$ cat config.mk
export PLATFORM = sky130hd
export DESIGN_NAME = sti_cell
export DESIGN_NICKNAME = d
export VERILOG_FILES = /design/src/rtl/sti_pkg.sv /design/src/rtl/sti_cell.sv
export SDC_FILE = /design/constraint.sdc
export NUM_CORES = 1
export LEC_CHECK = 0
export BUFFER_PORTS_ARGS = -buffer_cell sky130_fd_sc_hd__clkbuf_2
export CAP_MARGIN = 20
export CORE_ASPECT_RATIO = 1.1
export CORE_UTILIZATION = 40
export DETAILED_ROUTE_END_ITERATION = 8
export HOLD_SLACK_MARGIN = 0.08
export PLACE_DENSITY = 0.81
export SLEW_MARGIN = 5
export SYNTH_ARGS = -nofsm -noshare
export SYNTH_HDL_FRONTEND = slang
export SYNTH_SLANG_ARGS = --single-unit
export TNS_END_PERCENT = 10
$ cat constraint.sdc
create_clock -name clk -period 3.55 [get_ports clk]
set_clock_uncertainty 0.15 [all_clocks]
set_input_delay 0.1775 -clock clk [delete_from_list [all_inputs] [get_ports clk]]
set_output_delay 0.1775 -clock clk [all_outputs]
set_load 0.02 [all_outputs]
$ cat src/rtl/sti_pkg.sv
// Types and constants shared by the sorted table modules.
package sti_pkg;

  localparam logic CMD_INSERT = 1'b0;
  localparam logic CMD_REMOVE = 1'b1;

  localparam logic [1:0] STATUS_DONE      = 2'd0;
  localparam logic [1:0] STATUS_FULL      = 2'd1;
  localparam logic [1:0] STATUS_NOT_FOUND = 2'd2;

  localparam int ENTRY_COUNT_W = 8;

  typedef struct packed {
    logic               cmd;
    logic [31:0]        key_id;
    logic signed [15:0] entry_score;
    logic [15:0]        record_ref;
  } item_t;

  typedef struct packed {
    logic [1:0]               status;
    logic [ENTRY_COUNT_W-1:0] entry_count;
  } result_t;

  typedef struct packed {
    logic [31:0]        id;
    logic signed [15:0] score;
    logic [15:0]        rec;
  } entry_t;

  typedef struct packed {
    logic ins;
    logic rm_start;
    logic scan;
    logic shift;
  } cell_ctrl_t;

endpackage

$ cat src/rtl/sti_cell.sv
// One table slot with its insert, match and close-gap logic.
module sti_cell (
  input  logic                clk,
  input  logic                rst,
  input  sti_pkg::cell_ctrl_t ctl,
  input  logic                occ,
  input  logic                at_end,
  input  sti_pkg::entry_t     new_entry,
  input  sti_pkg::entry_t     left_entry,
  input  logic                left_gt,
  input  logic                left_p,
  input  sti_pkg::entry_t     right_entry,
  output sti_pkg::entry_t     entry,
  output logic                gt,
  output logic                p
);
  import sti_pkg::*;

  logic m;

  // The first free slot counts as greater, so an entry larger than all others lands there.
  assign gt = (occ && ($signed(new_entry.score) < $signed(entry.score))) || at_end;

  always_ff @(posedge clk) begin
    if (ctl.ins && gt) begin
      entry <= left_gt ? left_entry : new_entry;
    end else if (ctl.shift && p) begin
      entry <= right_entry;
    end
  end

  always_ff @(posedge clk) begin
    if (rst) begin
      m <= 1'b0;
      p <= 1'b0;
    end else if (ctl.rm_start) begin
      m <= occ && (entry.id == new_entry.id);
      p <= 1'b0;
    end else if (ctl.scan) begin
      p <= left_p | m;
    end
  end

endmodule

==> summary.txt <==
Placed design
  – DP Worst Slack: 0.184 ns
  – HPWL after DPL: 10.4 mm
  – Post-placement cell area: 5840 µm²
  – Final GP Congestion: 0.807
  – IO Port Bufs: approximately 270

Clock network
  – Clock sinks: 66
  – Setup bufs post-CTS: 0
  – Clk Latency, worst-skew pair: 0.32 ns
  – H-tree depth: 3
  – Clock tree buffer depth: 2
  – CTS tree: built
  – Total CTS buffers: 9
  – Clock Root Buffer: clkbuf_16
  – Clock-pin slew on the worst setup and hold paths: 0.05 ns

Routing
  – Drt drc: 0
  – Drt first pass iters: 4
  – Starting DRT DRC Count: around 320
  – Detail Route Antenna Nets: 0
  – Final Routed Wirelength: 16.1 mm
  – Drt wl/cell: 17.5 µm
  – Via count: 4827
  – Vias per inst: around 5.2

Global route
  – First-pass GRT wire length: 24.9 mm
  – Vias in the first global route: 5224
  – Total track usage: 0.272
  – Initial antenna violation count: 1
  – Gr ovfl total: 0
  – Largest net degree at the start of global routing: between 60 and 70

Critical path
  – Crit. Startpoint: entry[30]
  – RR Startpoint: entry[30]
  – Worst-path maximum fanout: 64
  – R2R cell count: 10
  – Crit end category: flop
  – Crit start category: flop
  – Setup crit end: entry[22]
  – R2r endpoint: entry[22]
  – CP required: about 3.6 ns
  – Worst Path Arrival: approximately 3.3 ns
  – R2R Setup Slk: 0.26 ns
  – Setup CP Type: reg -> reg

Synth
  – Synth top cells by count: o21ai_0 (84), edfxtp_1 (64), mux2i_1 (64)
  – Largest cells by area after synthesis: edfxtp_1 (42%), mux2i_1 (14%), o21ai_2 (9.4%), o21ai_0 (9.2%), xnor2_1 (4.4%)
  – Yosys warns: 0
  – Most numerous cell in the Yosys netlist: o21ai_0
  – Main synth FF type: edfxtp_1
  – Cells after Synth: 399
  – Mapped cell area: 4550 µm²
  – Ys async rst share: 0
  – Yosys cell types: 38
  – EDFF count, synth: 64
  – Mean Syn Cell Area: 11.4 µm²
  – Post-synthesis register bit count: 66
  – Seq/Total Area, Yosys: 0.431
  – Area leader, netlist: edfxtp_1
  – Post-Syn Nets: around 620
  – Post-synth top area share: 0.422

Timing
  – Min Tclk post-route: 3.29 ns
  – Setup TNS: 0 ns
  – Worst setup margin: 0.257 ns
  – Slew Viols, Final: 0
  – Final worst-path cycle share: 0.928
  – Hold violation count in the final report: 0
  – Fmax: 0.304 GHz
  – Rel. slew slack: 0.252
  – Slew @ Worst Pin: between 1 and 1.5 ns
  – RSZ-0062 raised after global routing: no
  – Hold_ws: 0.0892 ns
  – Setup violators final: 0

Die
  – Die Width: 104 µm
  – Row cnt: 40
  – Core area: 11000 µm²
  – IO Pins: 268
  – Starting Density: 0.413
  – Die area: 11800 µm²
  – Die height: 114 µm

Power
  – Peak supply drop: 0.265 mV
  – Leak: 3.34 nW
  – Post-layout power: 0.00259 W
  – Power per cell area: around 360 nW/µm²

Outcome
  – Status: finished clean

Finish
  – Synth-to-Final Area Change: 59.3%
  – Design area: 7250 µm²
  – Fraction of layout cells with a size suffix above 1: 0.440
  – Fill cell count: around 840
  – Final nets: 985

Job
  – MaxCap Viol Count: 0

Worst hold path
  – Worst min path class: in -> reg
[cells in the final DEF (no fill, tap or decap), drive strengths merged, types with 9 or more instances in the layout]
cell | Yosys | routed
dlygate4sd3 | 0 | 114
inv | 16 | 16
ha | 15 | 15
mux2i | 64 | 64
xnor2 | 23 | 23
xor2 | 9 | 9
clkbuf | 8 | 278
o21ai | 134 | 134
edfxtp | 64 | 64
[flip-flops by register name, indices dropped and copies added, names as in the netlist]
register,flops
p,1
m,1
entry,64
[power by group]
group	switching [W]	internal (W)	leakage, nW
Sequential	0.0000382	0.000957	0.625
Clock	0.000310	0.000468	0.130
Combinational	0.000443	0.000373	2.59
Total	0.000791	0.00180	3.34
[worst min path at each step]
stage / start / end / depth (start not counted)
after floorplan: ctl[1] / p / 1
after global placement: ctl[1] / p / 2
after detailed placement: ctl[1] / p / 2
after CTS: new_entry[33] / entry[33] / 3
after global routing: new_entry[28] / entry[28] / 3
final: new_entry[47] / entry[47] / 3
[routing by layer]
layer / global-route usage / up-vias / wire (µm)
met4: 0.142 / 0 / 652
met1: 0.272 / 2256 / 5670
li1: - / 2246 / -
met5: 0 / - / 0
met2: 0.523 / 270 / 8590
met3: 0.0669 / 55 / 1170
[per-stage QoR]
stage	std cells	utilization
after floorplan	399	-
after global placement	790	0.531
after detailed placement	790	0.531
after CTS	920	0.658
after global routing	921	0.659
final	921	0.659
[worst max-delay path, stage by stage, from the launching register on]
cell	delay, ns
edfxtp_1	0.36
inv_1	0.05
ha_1	0.30
nand4_1	0.18
nor3_1	0.30
nand3b_1	0.18
a311oi_4	0.35
buf_6	0.42
o21ai_0	0.18
o21ai_2	0.10
dlygate4sd3_1	0.58
[layout make-up]
cell class	instances	area, µm²	area share
timing repair buffer	386	2540	0.350
multi-input combinational	289	2250	0.310
sequential	66	1960	0.271
clock buffer	12	236	0.0326
tap	147	184	0.0254
inverter	16	60.1	0.00828
clock inverter	4	20.0	0.00276
antenna	1	2.50	0.000345
[timing repair]
item                                   CTS  global route
hold buffers                           114             0
gates resized for setup                  0             2
endpoints found under the hold margin   64             0
setup endpoints to repair                0            17
[cells by family after synthesis]
| group | synth area share |
|---|---|
| compound gates | 0.206 |
| flops | 0.431 |
| mux | 0.141 |
| buf+inv | 0.0808 |
| xor+xnor | 0.0616 |
| simple gates | 0.0388 |
| fa+ha+maj | 0.0412 |
(Power assumes the default switching activity.)
