**config.mk**
```make
export PLATFORM = sky130hd
export DESIGN_NAME = sti_ctrl
export DESIGN_NICKNAME = d
export VERILOG_FILES = /design/src/rtl/sti_pkg.sv /design/src/rtl/sti_ctrl.sv
export SDC_FILE = /design/constraint.sdc
export NUM_CORES = 1
export LEC_CHECK = 0
export ABC_AREA = 1
export BUFFER_PORTS_ARGS = -buffer_cell sky130_fd_sc_hd__buf_2
export CAP_MARGIN = 20
export CORE_MARGIN = 1.5
export CORE_UTILIZATION = 47
export DETAILED_ROUTE_END_ITERATION = 12
export GPL_TIMING_DRIVEN = 0
export PLACE_DENSITY_LB_ADDON = 0.05
export SLEW_MARGIN = 30
export SYNTH_ARGS = -nofsm -noshare
export SYNTH_HDL_FRONTEND = slang
export SYNTH_SLANG_ARGS = --single-unit
```
**constraint.sdc**
```tcl
create_clock -name clk -period 3.43 [get_ports clk]
set_input_delay 0.686 -clock clk [delete_from_list [all_inputs] [get_ports clk]]
set_output_delay 0.686 -clock clk [all_outputs]
set_load 0.005 [all_outputs]
```
**src/rtl/sti_pkg.sv**
```systemverilog
// Types and constants shared by the sorted table modules.
package sti_pkg;

  localparam logic CMD_INSERT = 1'b0;
  localparam logic CMD_REMOVE = 1'b1;

  localparam logic [1:0] STATUS_DONE      = 2'd0;
  localparam logic [1:0] STATUS_FULL      = 2'd1;
  localparam logic [1:0] STATUS_NOT_FOUND = 2'd2;

  localparam int ENTRY_COUNT_W = 8;

  typedef struct packed {
    logic               cmd;
    logic [31:0]        key_id;
    logic signed [15:0] entry_score;
    logic [15:0]        record_ref;
  } item_t;

  typedef struct packed {
    logic [1:0]               status;
    logic [ENTRY_COUNT_W-1:0] entry_count;
  } result_t;

  typedef struct packed {
    logic [31:0]        id;
    logic signed [15:0] score;
    logic [15:0]        rec;
  } entry_t;

  typedef struct packed {
    logic ins;
    logic rm_start;
    logic scan;
    logic shift;
  } cell_ctrl_t;

endpackage

```
**src/rtl/sti_ctrl.sv**
```systemverilog
// Command sequencer, entry count and result register for the sorted table.
module sti_ctrl #(
  parameter int DEPTH = 128
) (
  input  logic                          clk,
  input  logic                          rst,
  input  logic                          start,
  input  sti_pkg::item_t                item,
  input  logic                          found,
  output logic                          busy,
  output logic [$clog2(DEPTH+1)-1:0]    count,
  output sti_pkg::cell_ctrl_t           ctl,
  output logic                          done,
  output sti_pkg::result_t              result
);
  import sti_pkg::*;

  localparam int CW  = $clog2(DEPTH + 1);
  localparam int SCW = $clog2(DEPTH);

  localparam logic [1:0] S_IDLE  = 2'd0;
  localparam logic [1:0] S_SCAN  = 2'd1;
  localparam logic [1:0] S_SHIFT = 2'd2;

  logic [1:0]     state;
  logic [1:0]     state_next;
  logic [SCW-1:0] scan_cnt;
  logic           accept;
  logic           full;

  assign busy   = (state != S_IDLE);
  assign accept = start && !busy;
  assign full   = (count == CW'(DEPTH));

  assign ctl.ins      = accept && (item.cmd == CMD_INSERT) && !full;
  assign ctl.rm_start = accept && (item.cmd == CMD_REMOVE);
  assign ctl.scan     = (state == S_SCAN);
  assign ctl.shift    = (state == S_SHIFT);

  always_comb begin
    state_next = state;
    unique case (state)
      S_IDLE:  if (ctl.rm_start) state_next = S_SCAN;
      S_SCAN:  if (scan_cnt == SCW'(DEPTH - 1)) state_next = S_SHIFT;
      S_SHIFT: state_next = S_IDLE;
      default: state_next = S_IDLE;
    endcase
  end

  always_ff @(posedge clk) begin
    if (rst) begin
      state    <= S_IDLE;
      scan_cnt <= '0;
      count    <= '0;
      done     <= 1'b0;
    end else begin
      state <= state_next;
      done  <= 1'b0;
      if (ctl.rm_start) begin
        scan_cnt <= '0;
      end else if (ctl.scan) begin
        scan_cnt <= scan_cnt + 1'b1;
      end
      if (accept && (item.cmd == CMD_INSERT)) begin
        done <= 1'b1;
        if (full) begin
          result.status <= STATUS_FULL;
          result.entry_count <= ENTRY_COUNT_W'(count);
        end else begin
          count <= count + 1'b1;
          result.status <= STATUS_DONE;
          result.entry_count <= ENTRY_COUNT_W'(count + 1'b1);
        end
      end else if (ctl.shift) begin
        done <= 1'b1;
        if (found) begin
          count <= count - 1'b1;
          result.status <= STATUS_DONE;
          result.entry_count <= ENTRY_COUNT_W'(count - 1'b1);
        end else begin
          result.status <= STATUS_NOT_FOUND;
          result.entry_count <= ENTRY_COUNT_W'(count);
        end
      end
    end
  end

`ifndef SYNTHESIS
  a_count_bound: assert property (@(posedge clk) disable iff (rst)
    count <= CW'(DEPTH))
    else $error("entry count exceeds table depth");

  a_insert_result: assert property (@(posedge clk) disable iff (rst)
    ctl.ins |=> done && (result.status == STATUS_DONE))
    else $error("accepted insert did not report done");

  a_count_step: assert property (@(posedge clk) disable iff (rst)
    (!$past(rst) && (count != $past(count))) |->
      ((count == $past(count) + 1'b1) || (count + 1'b1 == $past(count))))
    else $error("entry count moved by more than one");

  a_done_source: assert property (@(posedge clk) disable iff (rst)
    (!$past(rst) && done) |-> $past((state == S_SHIFT) || (start && !busy)))
    else $error("result strobe without a finished command");
`endif

endmodule

```
==> impl_metrics.xml <==
<?xml version="1.0" encoding="UTF-8"?>
<metrics>
  <group name="clock_network">
    <metric name="clock_tree.root_cell" unit="">clkbuf_4</metric>
    <metric name="numCtsBuffers" unit="">3</metric>
    <metric name="post_cts_hold_buffer_count" unit="">0</metric>
    <metric name="clk_path_buf_depth" unit="">2</metric>
    <metric name="post_cts_repair_timing_setup_buffer_count" unit="">0</metric>
    <metric name="tritoncts" unit="">yes</metric>
    <metric name="depth_of_the_cts_h_tree" unit="">1</metric>
    <metric name="clkLatencyLatePin" unit="ns">0.33</metric>
    <metric name="tritoncts_num_sinks" unit="">28</metric>
    <metric name="cts.reportedPaths.clkPinSlew" unit="ns">0.15</metric>
    <metric name="ctsResizeCount" unit="">0</metric>
  </group>
  <group name="logic_synthesis">
    <metric name="synth.distinct_cells" unit="">32</metric>
    <metric name="ys_seq_elements" unit="">28</metric>
    <metric name="synth_fa_ha_area_share" unit="%">3.040</metric>
    <metric name="post_synthesis_mux_area_share" unit="%">0</metric>
    <metric name="yosys_warnings" unit="">0</metric>
    <metric name="synth.cell_area" unit="sq um">1647</metric>
    <metric name="post_synth_and_or_nand_nor_area_fraction" unit="%">36.85</metric>
    <metric name="synth_largest_type_area_fraction" unit="%">21.88</metric>
    <metric name="syn-mean-instance-area" unit="sq um">7.417</metric>
    <metric name="synthesis.nets" unit="">295</metric>
    <metric name="cells_taking_the_most_area_after_synthesis" unit="">dfxtp_1 (22%), edfxtp_1 (18%), nand2_1 (15%), nand3_1 (5.5%), inv_1 (5.2%)</metric>
    <metric name="yosys.area_share.xor_xnor" unit="%">2.660</metric>
    <metric name="synth-compound-area-share" unit="%">9.043</metric>
    <metric name="synthDominantAreaCellType" unit="">dfxtp_1</metric>
    <metric name="synth.yosys.seq_area_share" unit="%">40.12</metric>
    <metric name="synth_cells" unit="">222</metric>
    <metric name="synth_top_family_by_area" unit="">simple AND/OR/NAND/NOR gates</metric>
  </group>
  <group name="worst_setup_path">
    <metric name="timing_worst_setup_path_type" unit="">reg2out</metric>
    <metric name="crit_fanout" unit="">6</metric>
    <metric name="required" unit="ns">2.74</metric>
    <metric name="critical_path.startpoint_type" unit="">flip-flop</metric>
    <metric name="cp_data_arrival_time" unit="ns">1.60</metric>
    <metric name="endpoint_kind" unit="">primary output</metric>
    <metric name="reg2reg_setup_slack" unit="ns">1.59</metric>
  </group>
  <group name="sta">
    <metric name="timing.final.crit_period" unit="ns">2.289</metric>
    <metric name="tightestPinTransition" unit="ns">0.7507</metric>
    <metric name="slew_headroom" unit="%">49.77</metric>
    <metric name="grt_setup_unrepaired" unit="">no</metric>
    <metric name="max_freq" unit="GHz">0.4369</metric>
    <metric name="finClkSkew" unit="ns">0.002742</metric>
    <metric name="holdWs" unit="ns">0.4992</metric>
    <metric name="timing.setup.tns" unit="ns">0</metric>
    <metric name="setup_violations" unit="">0</metric>
    <metric name="timing_max_transition_violations_final" unit="">0</metric>
    <metric name="timing_hold_violations_final" unit="">0</metric>
    <metric name="final.period_utilization" unit="%">66.73</metric>
  </group>
  <group name="grt">
    <metric name="overflow" unit="">0</metric>
    <metric name="wire_length_of_the_first_global_routing_pass" unit="um">5837</metric>
    <metric name="track_usage" unit="%">19.12</metric>
    <metric name="grt_pass1_vias" unit="">1310</metric>
    <metric name="antenna_violations_before_repair" unit="">0</metric>
    <metric name="grt_max_degree" unit="">16</metric>
  </group>
  <group name="drt">
    <metric name="num_vias" unit="">1471</metric>
    <metric name="routedWlPerCell" unit="um">11.55</metric>
    <metric name="routed_via_density" unit="">4.920</metric>
    <metric name="routed_wirelength" unit="um">3452</metric>
    <metric name="first_iter_violations" unit="">50</metric>
    <metric name="first_pass_iters" unit="">4</metric>
    <metric name="drt_drc_violations_left" unit="">0</metric>
    <metric name="antenna_left" unit="">0</metric>
  </group>
  <group name="placed_design">
    <metric name="gp_routability_congestion" unit="">0.8530</metric>
    <metric name="post-place-cells" unit="">295</metric>
    <metric name="place.port_buffers" unit="">27</metric>
    <metric name="dp.final_hpwl" unit="um">2707</metric>
  </group>
  <group name="power_and_ir_drop">
    <metric name="power_per_cell_area" unit="nW/um^2">368.2</metric>
    <metric name="static-leakage-power" unit="nW">0.8776</metric>
    <metric name="report.power.total" unit="mW">0.6907</metric>
    <metric name="irDropWorstVdd" unit="V">0.0001914</metric>
  </group>
  <group name="finish">
    <metric name="layout.nets" unit="">327</metric>
    <metric name="layout.cells.non_filler" unit="">299</metric>
    <metric name="flow.area_growth_from_synthesis" unit="%">13.91</metric>
    <metric name="drive_above_1_share" unit="%">20.55</metric>
    <metric name="diodes" unit="">0</metric>
    <metric name="post_layout_util" unit="%">56.21</metric>
  </group>
  <group name="status">
    <metric name="status" unit="">finished, final reports clean</metric>
  </group>
  <group name="floorplan">
    <metric name="floorplan.core_area" unit="sq um">3337</metric>
    <metric name="io-pin-count" unit="">93</metric>
    <metric name="y_dimension_of_the_die" unit="um">62.19</metric>
    <metric name="die_w" unit="um">62.19</metric>
    <metric name="initial_core_util" unit="%">49.34</metric>
    <metric name="row_count" unit="">21</metric>
    <metric name="total_die_area" unit="sq um">3868</metric>
  </group>
  <group name="min_path">
    <metric name="hold_path_class" unit="">reg2reg</metric>
  </group>
  <group name="flow_run">
    <metric name="maxCapViolations" unit="">0</metric>
  </group>
</metrics>
==> cells by family (layout without fill, tap and decap cells) <==
kind of cell	after synthesis	count (layout)
compound gates	26	26
fa+ha+maj	4	4
simple gates	126	126
xor+xnor	5	5
flops	28	28
buf+inv	33	64
==> worst paths after layout <==
kind,from,cells past startpoint,to
worst max-delay path,count[0],6,ctl[3]
worst max register to register,state[1],6,result[5]
worst min-delay path,scan_cnt[6],2,scan_cnt[6]
worst min register to register,scan_cnt[6],2,scan_cnt[6]
==> cell usage after synthesis (all sizes together) <==
cell type	instances
nand4	3
nor3	2
nand3b	1
xor2	4
clkbuf	1
xnor2	1
inv	28
o221ai	1
buf	3
nor3b	2
nand2	70
ha	4
nand3	19
or2	1
o21a	1
nor2	28
o21ai	9
dfxtp	18
o31ai	1
edfxtp	10
a21oi	10
clkinv	1
o211ai	4
==> registers in the layout, summed over array words and instances, names as in the netlist <==
name      count
result       10
count         8
scan_cnt      7
state         2
done          1
==> area by class of cell <==
class / instances / area, sq um
fillers: 343 / 1461
multi-input cells: 161 / 849.6
flip-flops and latches: 28 / 660.6
repair buffers: 27 / 135.1
inverters: 29 / 108.9
well taps: 46 / 57.56
clock buffers: 4 / 36.28
plain buffers: 4 / 27.53
==> layer usage <==
layer	wire length, um	up-vias	track usage [%]	part of all wire, %
met3	159	4	3.080	4.6
met2	1722	34	34.38	50
met5	0	-	0	0
met4	53	0	7.500	1.5
li1	-	776	-	-
met1	1517	657	22.78	44
==> through the flow <==
| stage | setup WS (ns) | area, sq um |
|---|---|---|
| CTS | 1.114 | 1876 |
| finish | 1.141 | 1876 |
| detailed placement | 1.115 | 1839 |
| floorplan | 1.434 | 1647 |
| global route | 0.9629 | 1876 |
| global placement | 1.113 | 1839 |
==> worst max-delay path: stages (launching register included) <==
cell,delay (ns)
dfxtp_1,0.37
inv_1,0.19
ha_1,0.19
nand3_1,0.11
nor2_4,0.19
nor2_1,0.08
buf_2,0.13
==> power breakdown <==
| group | leakage, nW | internal (mW) | total [mW] | switching, mW |
|---|---|---|---|---|
| Combinational | 0.617 | 0.0577 | 0.154 | 0.0961 |
| Clock | 0.0210 | 0.0651 | 0.165 | 0.100 |
| Sequential | 0.239 | 0.360 | 0.372 | 0.0117 |
| Total | 0.878 | 0.483 | 0.691 | 0.208 |
==> placed cells by master (no fill, tap or decap), drive strengths merged, types with 2 or more instances in the layout <==
| master | netlist | final |
|---|---|---|
| nand4 | 3 | 3 |
| inv | 28 | 28 |
| xor2 | 4 | 4 |
| nand2 | 70 | 70 |
| edfxtp | 10 | 10 |
| clkbuf | 1 | 5 |
| dfxtp | 18 | 18 |
| nor3 | 2 | 2 |
| a21oi | 10 | 10 |
| nor2 | 28 | 28 |
| nand3 | 19 | 19 |
| ha | 4 | 4 |
| o21ai | 9 | 9 |
| buf | 3 | 30 |
| nor3b | 2 | 2 |
| o211ai | 4 | 4 |
Note: power is estimated with default switching activity, not from simulation.
